<file path="src/hw/rtl/assert_macros.svh">
// Assertion macros shared by the degree counter RTL.
`ifndef ASSERT_MACROS_SVH
`define ASSERT_MACROS_SVH

`ifndef SYNTHESIS

// Property must hold at every clock edge outside reset.
`define ASSERT_ALWAYS(lbl, clk, rstn, prop) \
  lbl: assert property (@(posedge clk) disable iff (!rstn) (prop)) \
    else $error("assertion failed");

// Condition must never be seen outside reset.
`define ASSERT_NEVER(lbl, clk, rstn, cond) \
  lbl: assert property (@(posedge clk) disable iff (!rstn) !(cond)) \
    else $error("forbidden condition seen");

`else

`define ASSERT_ALWAYS(lbl, clk, rstn, prop)
`define ASSERT_NEVER(lbl, clk, rstn, cond)

`endif

`endif

</file>
<file path="src/hw/rtl/gvdc_pkg.sv">
// Package: types, codes and defaults for the vertex degree counter.
package gvdc_pkg;

  localparam int unsigned MaxVertices = 1024;
  localparam int unsigned DegreeBits  = 24;

  localparam int unsigned CommandW     = 2;
  localparam int unsigned VertexW      = 10;
  localparam int unsigned ModeW        = 2;
  localparam int unsigned VertexCountW = 11;
  localparam int unsigned DegreeValueW = 24;
  localparam int unsigned CfgIndexW    = 1;
  localparam int unsigned CfgDataW     = 11;
  localparam int unsigned InTdataW     = 24;
  localparam int unsigned OutTdataW    = 24;

  localparam logic [VertexCountW-1:0] VertexCountReset = 11'd1024;

  localparam logic [CfgIndexW-1:0] CfgDegreeMode  = 1'b0;
  localparam logic [CfgIndexW-1:0] CfgVertexCount = 1'b1;

  typedef enum logic [CommandW-1:0] {
    CMD_CLEAR = 2'd0,
    CMD_EDGE  = 2'd1,
    CMD_QUERY = 2'd2
  } cmd_e;

  typedef enum logic [ModeW-1:0] {
    MODE_TOTAL = 2'd0,
    MODE_IN    = 2'd1,
    MODE_OUT   = 2'd2
  } mode_e;

  // controller -> datapath
  typedef struct packed {
    logic load_item;
    logic clr_wr;
    logic wr_first;
    logic wr_second;
    logic load_out;
  } ctrl_cmd_t;

  // datapath -> controller
  typedef struct packed {
    logic is_clear;
    logic is_query;
    logic edge_ok;
    logic two_writes;
    logic clr_last;
    logic out_free;
  } dp_status_t;

endpackage

</file>
<file path="src/hw/rtl/gvdc_ctrl.sv">
// Controller state machine: sequences clear sweeps, edge updates and queries.
`include "assert_macros.svh"

module gvdc_ctrl (
  input  logic                  clk_i,
  input  logic                  rst_ni,
  input  logic                  in_valid_i,
  output logic                  in_ready_o,
  input  gvdc_pkg::dp_status_t  status_i,
  output gvdc_pkg::ctrl_cmd_t   cmd_o
);
  import gvdc_pkg::*;

  typedef enum logic [2:0] {
    S_CLEAR,
    S_IDLE,
    S_DECODE,
    S_WR_A,
    S_WR_B,
    S_QUERY
  } state_e;

  state_e state_q;

  always_ff @(posedge clk_i or negedge rst_ni) begin
    if (!rst_ni) begin
      state_q <= S_CLEAR;
    end else begin
      case (state_q)
        S_CLEAR: begin
          if (status_i.clr_last) state_q <= S_IDLE;
        end
        S_IDLE: begin
          if (in_valid_i) state_q <= S_DECODE;
        end
        S_DECODE: begin
          if (status_i.is_clear)      state_q <= S_CLEAR;
          else if (status_i.edge_ok)  state_q <= S_WR_A;
          else if (status_i.is_query) state_q <= S_QUERY;
          else                        state_q <= S_IDLE;
        end
        S_WR_A: begin
          state_q <= status_i.two_writes ? S_WR_B : S_IDLE;
        end
        S_WR_B: begin
          state_q <= S_IDLE;
        end
        S_QUERY: begin
          if (status_i.out_free) state_q <= S_IDLE;
        end
        default: begin
          state_q <= S_IDLE;
        end
      endcase
    end
  end

  always_comb begin
    in_ready_o      = (state_q == S_IDLE);
    cmd_o.load_item = in_valid_i && (state_q == S_IDLE);
    cmd_o.clr_wr    = (state_q == S_CLEAR);
    cmd_o.wr_first  = (state_q == S_WR_A);
    cmd_o.wr_second = (state_q == S_WR_B);
    cmd_o.load_out  = (state_q == S_QUERY) && status_i.out_free;
  end

  `ASSERT_ALWAYS(a_wr_b_after_wr_a, clk_i, rst_ni, (state_q == S_WR_B) |-> ($past(state_q) == S_WR_A))
  `ASSERT_ALWAYS(a_accept_to_decode, clk_i, rst_ni, cmd_o.load_item |=> (state_q == S_DECODE))
  `ASSERT_ALWAYS(a_query_holds, clk_i, rst_ni, ((state_q == S_QUERY) && !status_i.out_free) |=> (state_q == S_QUERY))

endmodule

</file>
<file path="config.mk">
export PLATFORM = sky130hd
export DESIGN_NAME = gvdc_ctrl
export DESIGN_NICKNAME = d
export VERILOG_FILES = /design/src/hw/rtl/gvdc_pkg.sv /design/src/hw/rtl/gvdc_ctrl.sv
export VERILOG_INCLUDE_DIRS = /design/src /design/src/hw/rtl
export SDC_FILE = /design/constraint.sdc
export NUM_CORES = 1
export LEC_CHECK = 0
export BUFFER_PORTS_ARGS = -buffer_cell sky130_fd_sc_hd__buf_2
export CORE_AREA = 8 8 45 47
export CTS_BUF_LIST = sky130_fd_sc_hd__clkbuf_16
export DETAILED_ROUTE_END_ITERATION = 7
export DIE_AREA = 0 0 53 55
export SLEW_MARGIN = 40
export SYNTH_ARGS = -nofsm -noshare
export SYNTH_HDL_FRONTEND = slang
export SYNTH_SLANG_ARGS = --single-unit
</file>
<file path="constraint.sdc">
create_clock -name clk_i -period 1.1 [get_ports clk_i]
set_input_delay 0 -clock clk_i [delete_from_list [all_inputs] [get_ports clk_i]]
set_output_delay 0 -clock clk_i [all_outputs]
set_load 0.01 [all_outputs]
</file>
==> metrics.md, run 1 <==
| Metric | Value |
|---|---|
| Die width | `53 um` |
| Unrepaired setup endpoints after global routing | `true` |
| Final setup violating endpoints | `3` |
| Worst reg-to-reg path cell count | `4` |
| First-pass GRT wire length | `1170 um` |
| Final hold viol count | `0` |
| Violated checks | `negative setup slack` |
| Power Total | `0.00154 W` |
| Vias in the first global route | `311` |
| Max reg flops | `3` |
| Clock transition at path regs | `0.03 ns` |
| Slowest-stage cell, CP | `dfrtp_2` |
| HP Class | `input pin to register` |
| Clk sinks | `3` |
| Mapped Nets | `35` |
| GRT overflow | `0` |
| Largest Register | `state_q` |
| CP startpoint kind | `register` |
| Max cap viols | `0` |
| Final nets | `60` |
| Depth of the CTS H-tree | `1` |
| Tightest Pin Transition | `0.197 ns` |
| Clk buf depth | `2` |
| Share of post-route cells with drive strength above 1 | `72.0%` |
| Reg-to-reg slack, setup | `-0.05 ns` |
| Worst reg2reg startpoint | `state_q[0]` |
| Yosys warning count | `0` |
| Crit path from | `state_q[0]` |
| Final design area excluding fillers | `510 um^2` |
| Fmax | `863 MHz` |
| Crit-path max FO | `4` |
| Tmin final | `1.16 ns` |
| CTS tree | `built` |
| Skew final | `0.00211 ns` |
| Register area share after synthesis | `30.3%` |
| Pre-antenna DRT Iters | `4` |
| Layout overhead on the synthesized area | `106%` |
| Final period utilization | `105%` |
| Max rail drop VDD | `1.09 mV` |
| Dpl cell area | `319 um^2` |
| Setup Crit Path Kind | `register to output pin` |
| Gr usage total | `6.18%` |
| Clk_lat worst skew | `0.22 ns` |
| Fill cell count | `146` |
| TritonCTS buffer count | `3` |
| Area leader, netlist | `dfrtp_1` |
| CTS Root Cell | `clkbuf_16` |
| PD cells | `3010 nW/um^2` |
| Syn Std Cell Area | `248 um^2` |
| Core area | `1380 um^2` |
| Vias | `288` |
| Drc violations | `0` |
| Top cells by area, synth | `dfrtp_1 30%, nor2b_4 11%, a32oi_1 7.1%` |
| Number of diodes | `0` |
| #FFs+latches synth | `3` |
| Detailed Route Iter0 Violations | `5` |
| Final HPWL DP | `524 um` |
| CP endpoint kind | `output pin` |
| WP data arrival | `1.16 ns` |
| IO Pins | `15` |
| Hold-critical path depth | `3` |
| Outcome | `complete, but fails checks` |
| Regs by FF count | `state_q (3)` |
| Initial antenna violation count | `0` |
| Avg Synthesized Cell Area | `9.53 um^2` |
| Final worst slack | `-0.0593 ns` |
| Wire per inst | `12.0 um` |
| Total die area | `2920 um^2` |
| Worst-path cell chain | `nor2b_4, nor2b_4, and2_1, buf_2` |
| Top cell type's share of synthesized area | `30.3%` |
| Largest net degree at the start of global routing | `10` |
| Overall routed net length | `795 um` |
| Netlist cell types | `17` |
| Hold wc startpoint | `in_valid_i` |
| Most frequent CP cell | `nor2b_4` |
| Initial Util | `17.9%` |
| Slew Limit Headroom | `86.8%` |
| Antenna viol nets, final | `0` |
| Data required time of the worst path | `1.10 ns` |
| Worst Hold End | `state_q[1]` |
| Vias/cell | `4.36` |
| Static leakage | `0.255 nW` |
| Max Slew Vio Count | `0` |
| Setup TNS | `-0.112 ns` |
| Critical R2R Capture | `state_q[2]` |
| Buffers on Ports | `14` |
| GPL Wtd Cong | `0.734` |
| # rows | `14` |
| Die span in y | `55 um` |
| Syn Inst Count | `26` |
| Critical path's largest stage delay | `0.42 ns` |
## cells in the mapped netlist
master    instances
o32ai_2           1
dfrtp_1           3
inv_1             2
a32oi_1           2
nand2_1           2
nor2b_4           2
nor2_1            3
buf_4             2
a211oi_1          1
a211o_1           1
nor3b_1           1
and2_1            1
nor3_1            1
nor2_2            1
buf_6             1
and3_2            1
mux2i_1           1
## worst max path at each step
stage / endpoint / slack (ns) / cells after the start
final: cmd_o[4] / -0.06 / 4
after global routing: cmd_o[4] / -0.11 / 4
after CTS: cmd_o[4] / -0.08 / 4
after detailed placement: cmd_o[4] / 0.03 / 4
after global placement: cmd_o[4] / 0.06 / 4
after floorplan: state_q[0] / 0.11 / 4
## cell type report
type                    count  area [um^2]  area share [%]
multi-input cells          18          169            33.1
repair buffers             23          156            30.6
flip-flops and latches      3         78.8            15.4
clock buffers               3         75.1            14.7
well taps                  16         20.0            3.92
inverters                   2         7.51            1.47
clock inverters             1         3.75           0.735
## report_power, final
part / switching [W] / total, W / leakage [nW] / internal, W
Combinational: 0.000306 / 0.000729 / 0.178 / 0.000423
Clock: 0.0000955 / 0.000564 / 0.0423 / 0.000468
Sequential: 0.0000782 / 0.000244 / 0.0343 / 0.000166
Total: 0.000480 / 0.00154 / 0.255 / 0.00106
## logic make-up (layout without fill, tap and decap cells)
kind of cell / count (synthesis) / count (layout) / share of synthesized area (%)
compound gates: 5 / 5 / 20.2
buf+inv: 5 / 29 / 13.6
flops: 3 / 3 / 30.3
mux: 1 / 1 / 4.04
simple gates: 12 / 12 / 31.8
## cells in the final DEF (no fill, tap or decap)
cell type      count
a211o_1            1
a211oi_1           1
a32oi_1            1
a32oi_2            1
and2_1             1
and3_2             1
buf_2             13
buf_4              5
buf_6              3
clkbuf_16          3
dfrtp_2            3
dlygate4sd3_1      2
inv_1              3
mux2i_1            1
nand2_1            2
nor2_1             2
nor2_4             2
nor2b_4            2
nor3_2             1
nor3b_2            1
o32ai_2            1
## what timing repair did
action / 4_1_cts / 5_1_grt
setup endpoints to repair: 6 / 7
hold buffers: 2 / 0
setup buffers: 3 / 3
gates resized for setup: 6 / 6
pin swaps: 1 / 6
endpoints found under the hold margin: 4 / 0
## routing by layer
layer	vias up	part of all wire [%]	global-route usage, %
li1	138	-	-
met1	136	41	5.03
met2	12	50	8.40
met3	2	6.8	3.48
met4	0	2.8	10.3
met5	-	0	0
## worst max-delay path: cells and delay by family, from the launching register on
| family | cells | cell delay, ns |
|---|---|---|
| buffers and inverters | 1 | 0.13 |
| flip-flops | 1 | 0.42 |
| AND/OR/NAND/NOR | 3 | 0.39 |
## stage by stage
step | std cells | utilization [%] | setup WS [ns] | hold slack, ns
2_1_floorplan | 26 | - | 0.105 | -0.296
3_3_place_gp | 54 | 23.1 | 0.0573 | -0.204
3_5_place_dp | 54 | 23.1 | 0.0296 | -0.204
4_1_cts | 63 | 33.3 | -0.0783 | 0.0654
5_1_grt | 66 | 36.9 | -0.107 | 0.117
6_report | 66 | 36.9 | -0.0593 | 0.0911
Note: power is estimated with default switching activity, not from simulation.
==> run 2: changes to the inputs <==
- CORE_AREA: 8 8 45 47 -> 4 4 41 43
- DIE_AREA: 0 0 53 55 -> 0 0 45 47
- clock period: 1.1 -> 1.43 ns (I/O delays scaled with it)
==> run 2 against run 1 <==
  * The flow now finishes without violations
  * First-iteration DRC count grew 20%
  * Worst setup slack improved by 0.24 ns
  * Sequential share of layout area rose by 3.2 points
  * Utilization decreased by 5.4 points
  * Hold slack worse by 0.014 ns
  * Critical endpoint unchanged
  * Global-route usage grew 0.79 points
==> metrics.md, run 2 (synthesized netlist as in run 1, its figures left out) <==
| Metric | Value |
|---|---|
| Outcome | `completed` |
| CTS tree | `built` |
| Share of post-route cells with drive strength above 1 | `53.5%` |
| Worst reg-to-reg path cell count | `3` |
| Layout overhead on the synthesized area | `65.7%` |
| Most frequent cells in the layout | `14 x buf_2, 3 x nor2_1, 3 x inv_1, 3 x clkbuf_16` |
| Worst Hold End | `state_q[1]` |
| Worst-path cell chain | `nor2b_4, nor2b_4, and2_1, buf_2` |
| CP Depth | `4` |
| Worst reg2reg startpoint | `state_q[0]` |
| Wire per inst | `10.6 um` |
| Final nets | `53` |
| Data required time of the worst path | `1.43 ns` |
| Core area | `1300 um^2` |
| Final worst slack | `0.179 ns` |
| Hold-critical path depth | `3` |
| CP Buf/Inv Count | `1` |
| TritonCTS buffer count | `3` |
| Drc violations | `0` |
| Cell family with most CP delay | `flip-flops` |
| Buffers on Ports | `14` |
| Clk_lat worst skew | `0.22 ns` |
| Commonest non-fill, non-tap cell in the layout | `buf_2` |
| Vias/cell | `4.16` |
| Largest Register | `state_q` |
| Slowest-stage cell, CP | `dfrtp_1` |
| Critical path's largest stage delay | `0.47 ns` |
| Setup Crit Path Kind | `register to output pin` |
| Regs by FF count | `state_q (3)` |
| Multi-input gate area | `139 um^2` |
| Depth of the CTS H-tree | `1` |
| Fmax | `799 MHz` |
| Vias | `241` |
| Final period utilization | `87.5%` |
| Antenna viol nets, final | `0` |
| Power Total | `0.000967 W` |
| WP data arrival | `1.25 ns` |
| Max Slew Vio Count | `0` |
| Fill cell count | `143` |
| Max rail drop VDD | `0.646 mV` |
| Pre-antenna DRT Iters | `4` |
| Gr usage total | `6.97%` |
| Slew Limit Headroom | `78.2%` |
| First-pass GRT wire length | `972 um` |
| Largest net degree at the start of global routing | `10` |
| # rows | `13` |
| Critical R2R Capture | `state_q[0]` |
| IO Pins | `15` |
| Reg-to-reg slack, setup | `0.40 ns` |
| Tightest Pin Transition | `0.327 ns` |
| CP startpoint kind | `register` |
| Clk buf depth | `2` |
| Unrepaired setup endpoints after global routing | `false` |
| Skew final | `0.000969 ns` |
| Initial Util | `19.0%` |
| Vias in the first global route | `258` |
| Static leakage | `0.214 nW` |
| Final hold viol count | `0` |
| Initial antenna violation count | `0` |
| PD cells | `2360 nW/um^2` |
| Setup TNS | `0 ns` |
| Die width | `45 um` |
| Final design area excluding fillers | `410 um^2` |
| CP endpoint kind | `output pin` |
| GRT overflow | `0` |
| Pre-CTS setup slack | `0.332 ns` |
| Max reg flops | `3` |
| Overall routed net length | `615 um` |
| GPL Wtd Cong | `0.710` |
| Number of diodes | `0` |
| Crit-path max FO | `8` |
| Die span in y | `47 um` |
| Dpl cell area | `310 um^2` |
| Hold wc startpoint | `in_valid_i` |
| Clk sinks | `3` |
| Tmin final | `1.25 ns` |
| Clock transition at path regs | `0.03 ns` |
| Crit path from | `state_q[1]` |
| Max cap viols | `0` |
| Final setup violating endpoints | `0` |
| Total die area | `2120 um^2` |
| CTS Root Cell | `clkbuf_16` |
| HP Class | `input pin to register` |
| Register area | `76.3 um^2` |
| Detailed Route Iter0 Violations | `6` |
| Most frequent CP cell | `nor2b_4` |
run 2: cell count changes in the layout (fill, tap and decap cells not counted), moves of 2 or more:
cell | previous run | this run
buf_4 | 5 | 0
buf_6 | 3 | 0
dfrtp_1 | 0 | 2
dfrtp_2 | 3 | 1
nor2_4 | 2 | 0
run 2: area by class of cell:
cell class | instances | share of cell area, %
Clock buffer | 3 | 18.3
Clock inverter | 1 | 0.915
Inverter | 2 | 1.83
Multi-Input combinational cell | 18 | 33.8
Sequential cell | 3 | 18.6
Tap cell | 15 | 4.57
Timing Repair Buffer | 16 | 22.0
run 2: what timing repair did:
action                                 CTS  global route
hold buffers                             2             0
setup endpoints to repair                0             1
gates resized for setup                  0             1
endpoints found under the hold margin    4             0
setup buffers                            0             0
run 2: through the flow:
stage / hold WS [ns] / util (%) / std cells
floorplan: -0.296 / - / 26
global placement: -0.203 / 23.8 / 52
detailed placement: -0.204 / 23.8 / 52
CTS: 0.0771 / 31.4 / 58
global route: 0.114 / 31.5 / 58
finish: 0.0767 / 31.5 / 58
run 2: worst min-delay path, stage by stage:
cell and delay, ns:
buf_2 0.10, a32oi_1 0.06, nor2_1 0.09
run 2: power by group:
| part | switching [W] | internal [W] | total [W] |
|---|---|---|---|
| logic | 0.000134 | 0.000179 | 0.000314 |
| registers | 0.0000910 | 0.000123 | 0.000214 |
| clock network | 0.0000783 | 0.000361 | 0.000439 |
| total | 0.000304 | 0.000663 | 0.000967 |
run 2: worst max path at each step:
| stage | endpoint |
|---|---|
| after CTS | cmd_o[4] |
| final | cmd_o[4] |
| after global routing | cmd_o[4] |
| after floorplan | state_q[0] |
| after global placement | cmd_o[4] |
| after detailed placement | cmd_o[4] |
run 2: layer usage:
layer | GRT usage, % | vias up | wire (um) | share of wire (%)
met5 | 0 | - | 0 | 0
li1 | - | 124 | - | -
met1 | 6.88 | 106 | 260 | 42
met4 | 10.5 | 0 | 0 | 0
met3 | 1.92 | 0 | 60 | 9.8
met2 | 9.89 | 11 | 294 | 48
==> run 3: changes to the inputs <==
- CELL_PAD_IN_SITES_DETAIL_PLACEMENT: default -> 0
- CELL_PAD_IN_SITES_GLOBAL_PLACEMENT: default -> 1
- GPL_ROUTABILITY_DRIVEN: default -> 1
- PLACE_DENSITY_LB_ADDON: default -> 0.1
- SETUP_SLACK_MARGIN: default -> 0.15
==> run 3 against run 2 <==
  * Clock skew is 0.00057 ns higher
  * Critical endpoint unchanged
  * Sequential share of layout area fell by 0.73 points
  * Maximum frequency increased by 6.4%
  * Power rose by 6.3%
==> metrics.md, run 3 (synthesized netlist as in run 1, its figures left out) <==
| Metric | Value |
|---|---|
| Outcome | `completed` |
| Skew final | `0.00154 ns` |
| Final hold viol count | `0` |
| Die width | `45 um` |
| GPL Wtd Cong | `0.704` |
| Number of diodes | `0` |
| Worst reg-to-reg path cell count | `4` |
| Multi-input gate area | `139 um^2` |
| Buffers on Ports | `14` |
| Final HPWL DP | `485 um` |
| CTS Root Cell | `clkbuf_16` |
| Tightest Pin Transition | `0.338 ns` |
| CP startpoint kind | `register` |
| CTS tree | `built` |
| Setup Crit Path Kind | `register to output pin` |
| Gr usage total | `7.91%` |
| Fmax | `850 MHz` |
| Critical R2R Capture | `state_q[2]` |
| Crit-path max FO | `4` |
| Final nets | `56` |
| First-pass GRT wire length | `1100 um` |
| Static leakage | `0.228 nW` |
| Clock transition at path regs | `0.03 ns` |
| Hold wc startpoint | `in_valid_i` |
| Setup TNS | `0 ns` |
| Final Util | `33.4%` |
| Worst reg2reg startpoint | `state_q[0]` |
| Unrepaired setup endpoints after global routing | `false` |
| Detailed Route Iter0 Violations | `2` |
| Clk buf depth | `2` |
| IO Pins | `15` |
| Largest net degree at the start of global routing | `10` |
| Total die area | `2120 um^2` |
| Commonest non-fill, non-tap cell in the layout | `buf_2` |
| # rows | `13` |
| Slew Limit Headroom | `77.5%` |
| Max rail drop VDD | `0.733 mV` |
| Overall routed net length | `668 um` |
| Data required time of the worst path | `1.43 ns` |
| Register area | `77.6 um^2` |
| Tmin final | `1.18 ns` |
| Share of post-route cells with drive strength above 1 | `58.7%` |
| Max Slew Vio Count | `0` |
| Drc violations | `0` |
| Worst Hold End | `state_q[1]` |
| Reg-to-reg slack, setup | `0.32 ns` |
| Wire per inst | `11.0 um` |
| Clk_lat worst skew | `0.22 ns` |
| Core area | `1300 um^2` |
| WP data arrival | `1.18 ns` |
| Vias in the first global route | `284` |
| Initial Util | `19.0%` |
| Final setup violating endpoints | `0` |
| TritonCTS buffer count | `3` |
| Fill cell count | `148` |
| CP endpoint kind | `output pin` |
| Clk sinks | `3` |
| Initial antenna violation count | `0` |
| Pre-antenna DRT Iters | `2` |
| Max cap viols | `0` |
| Die span in y | `47 um` |
| Largest Register | `state_q` |
| Final period utilization | `82.2%` |
| Regs by FF count | `state_q (3)` |
| PD cells | `2370 nW/um^2` |
| Vias/cell | `4.16` |
| Hold-critical path depth | `3` |
| Layout overhead on the synthesized area | `75.3%` |
| Most frequent cells in the layout | `14 x buf_2, 3 x nor2_1, 3 x inv_1, 3 x clkbuf_16, 3 x buf_4` |
| Max reg flops | `3` |
| HP Class | `input pin to register` |
| Vias | `254` |
| Antenna viol nets, final | `0` |
| GRT overflow | `0` |
| Depth of the CTS H-tree | `1` |
-- run 3: cell types whose count changed in the layout (fill, tap and decap cells not counted) --
cell / previous run / this run
dfrtp_1: 2 / 1
buf_4: 0 / 3
dfrtp_2: 1 / 2
-- run 3: stage by stage --
| stage | hold slack (ns) | cells | instance area, um^2 | power (W) | setup WS [ns] |
|---|---|---|---|---|---|
| after global placement | -0.205 | 52 | 310 | 0.000533 | 0.323 |
| after detailed placement | -0.204 | 52 | 310 | 0.000533 | 0.310 |
| after global routing | 0.109 | 61 | 434 | 0.00110 | 0.171 |
| final | 0.0693 | 61 | 434 | 0.00103 | 0.254 |
| after CTS | 0.0716 | 58 | 410 | 0.000986 | 0.159 |
| after floorplan | -0.296 | 26 | 248 | 0.000478 | 0.435 |
-- run 3: cell type report --
class	count	share of cell area [%]
Clock buffer	3	17.3
Clock inverter	1	0.865
Inverter	2	1.73
Multi-Input combinational cell	18	32.0
Sequential cell	3	17.9
Tap cell	15	4.32
Timing Repair Buffer	19	25.9
-- run 3: worst max-delay path: stages, from the launching register on --
cell and delay (ns):
dfrtp_2 0.43, nor2b_4 0.14, nor2b_4 0.14, and2_1 0.12
buf_2 0.12
-- run 3: timing repair --
item / CTS / global route
hold buffers: 2 / 0
buffers inserted: 0 / 3
resized for setup: 1 / 1
pin swaps: 0 / 0
endpoints found under the setup margin: 1 / 1
hold endpoints to repair: 4 / 0
-- run 3: per-layer routing --
metal / global-route usage (%) / part of all wire, % / vias up
met5: 0 / 0 / -
met2: 11.9 / 47 / 11
met3: 1.53 / 7.2 / 0
met1: 8.20 / 46 / 113
li1: - / - / 130
met4: 10.5 / 0 / 0
-- run 3: power by group --
part | switching (W) | internal [W] | total, W | leakage [nW]
clock | 0.0000754 | 0.000360 | 0.000436 | 0.0423
combinational | 0.000188 | 0.000226 | 0.000415 | 0.150
sequential | 0.0000515 | 0.000125 | 0.000177 | 0.0358
-- run 3: how the worst max path moves through the flow --
stage | start | end
after floorplan | state_q[0] | state_q[0]
after global placement | state_q[0] | cmd_o[4]
after detailed placement | state_q[0] | cmd_o[4]
after CTS | state_q[0] | cmd_o[4]
after global routing | state_q[1] | cmd_o[4]
final | state_q[1] | cmd_o[4]
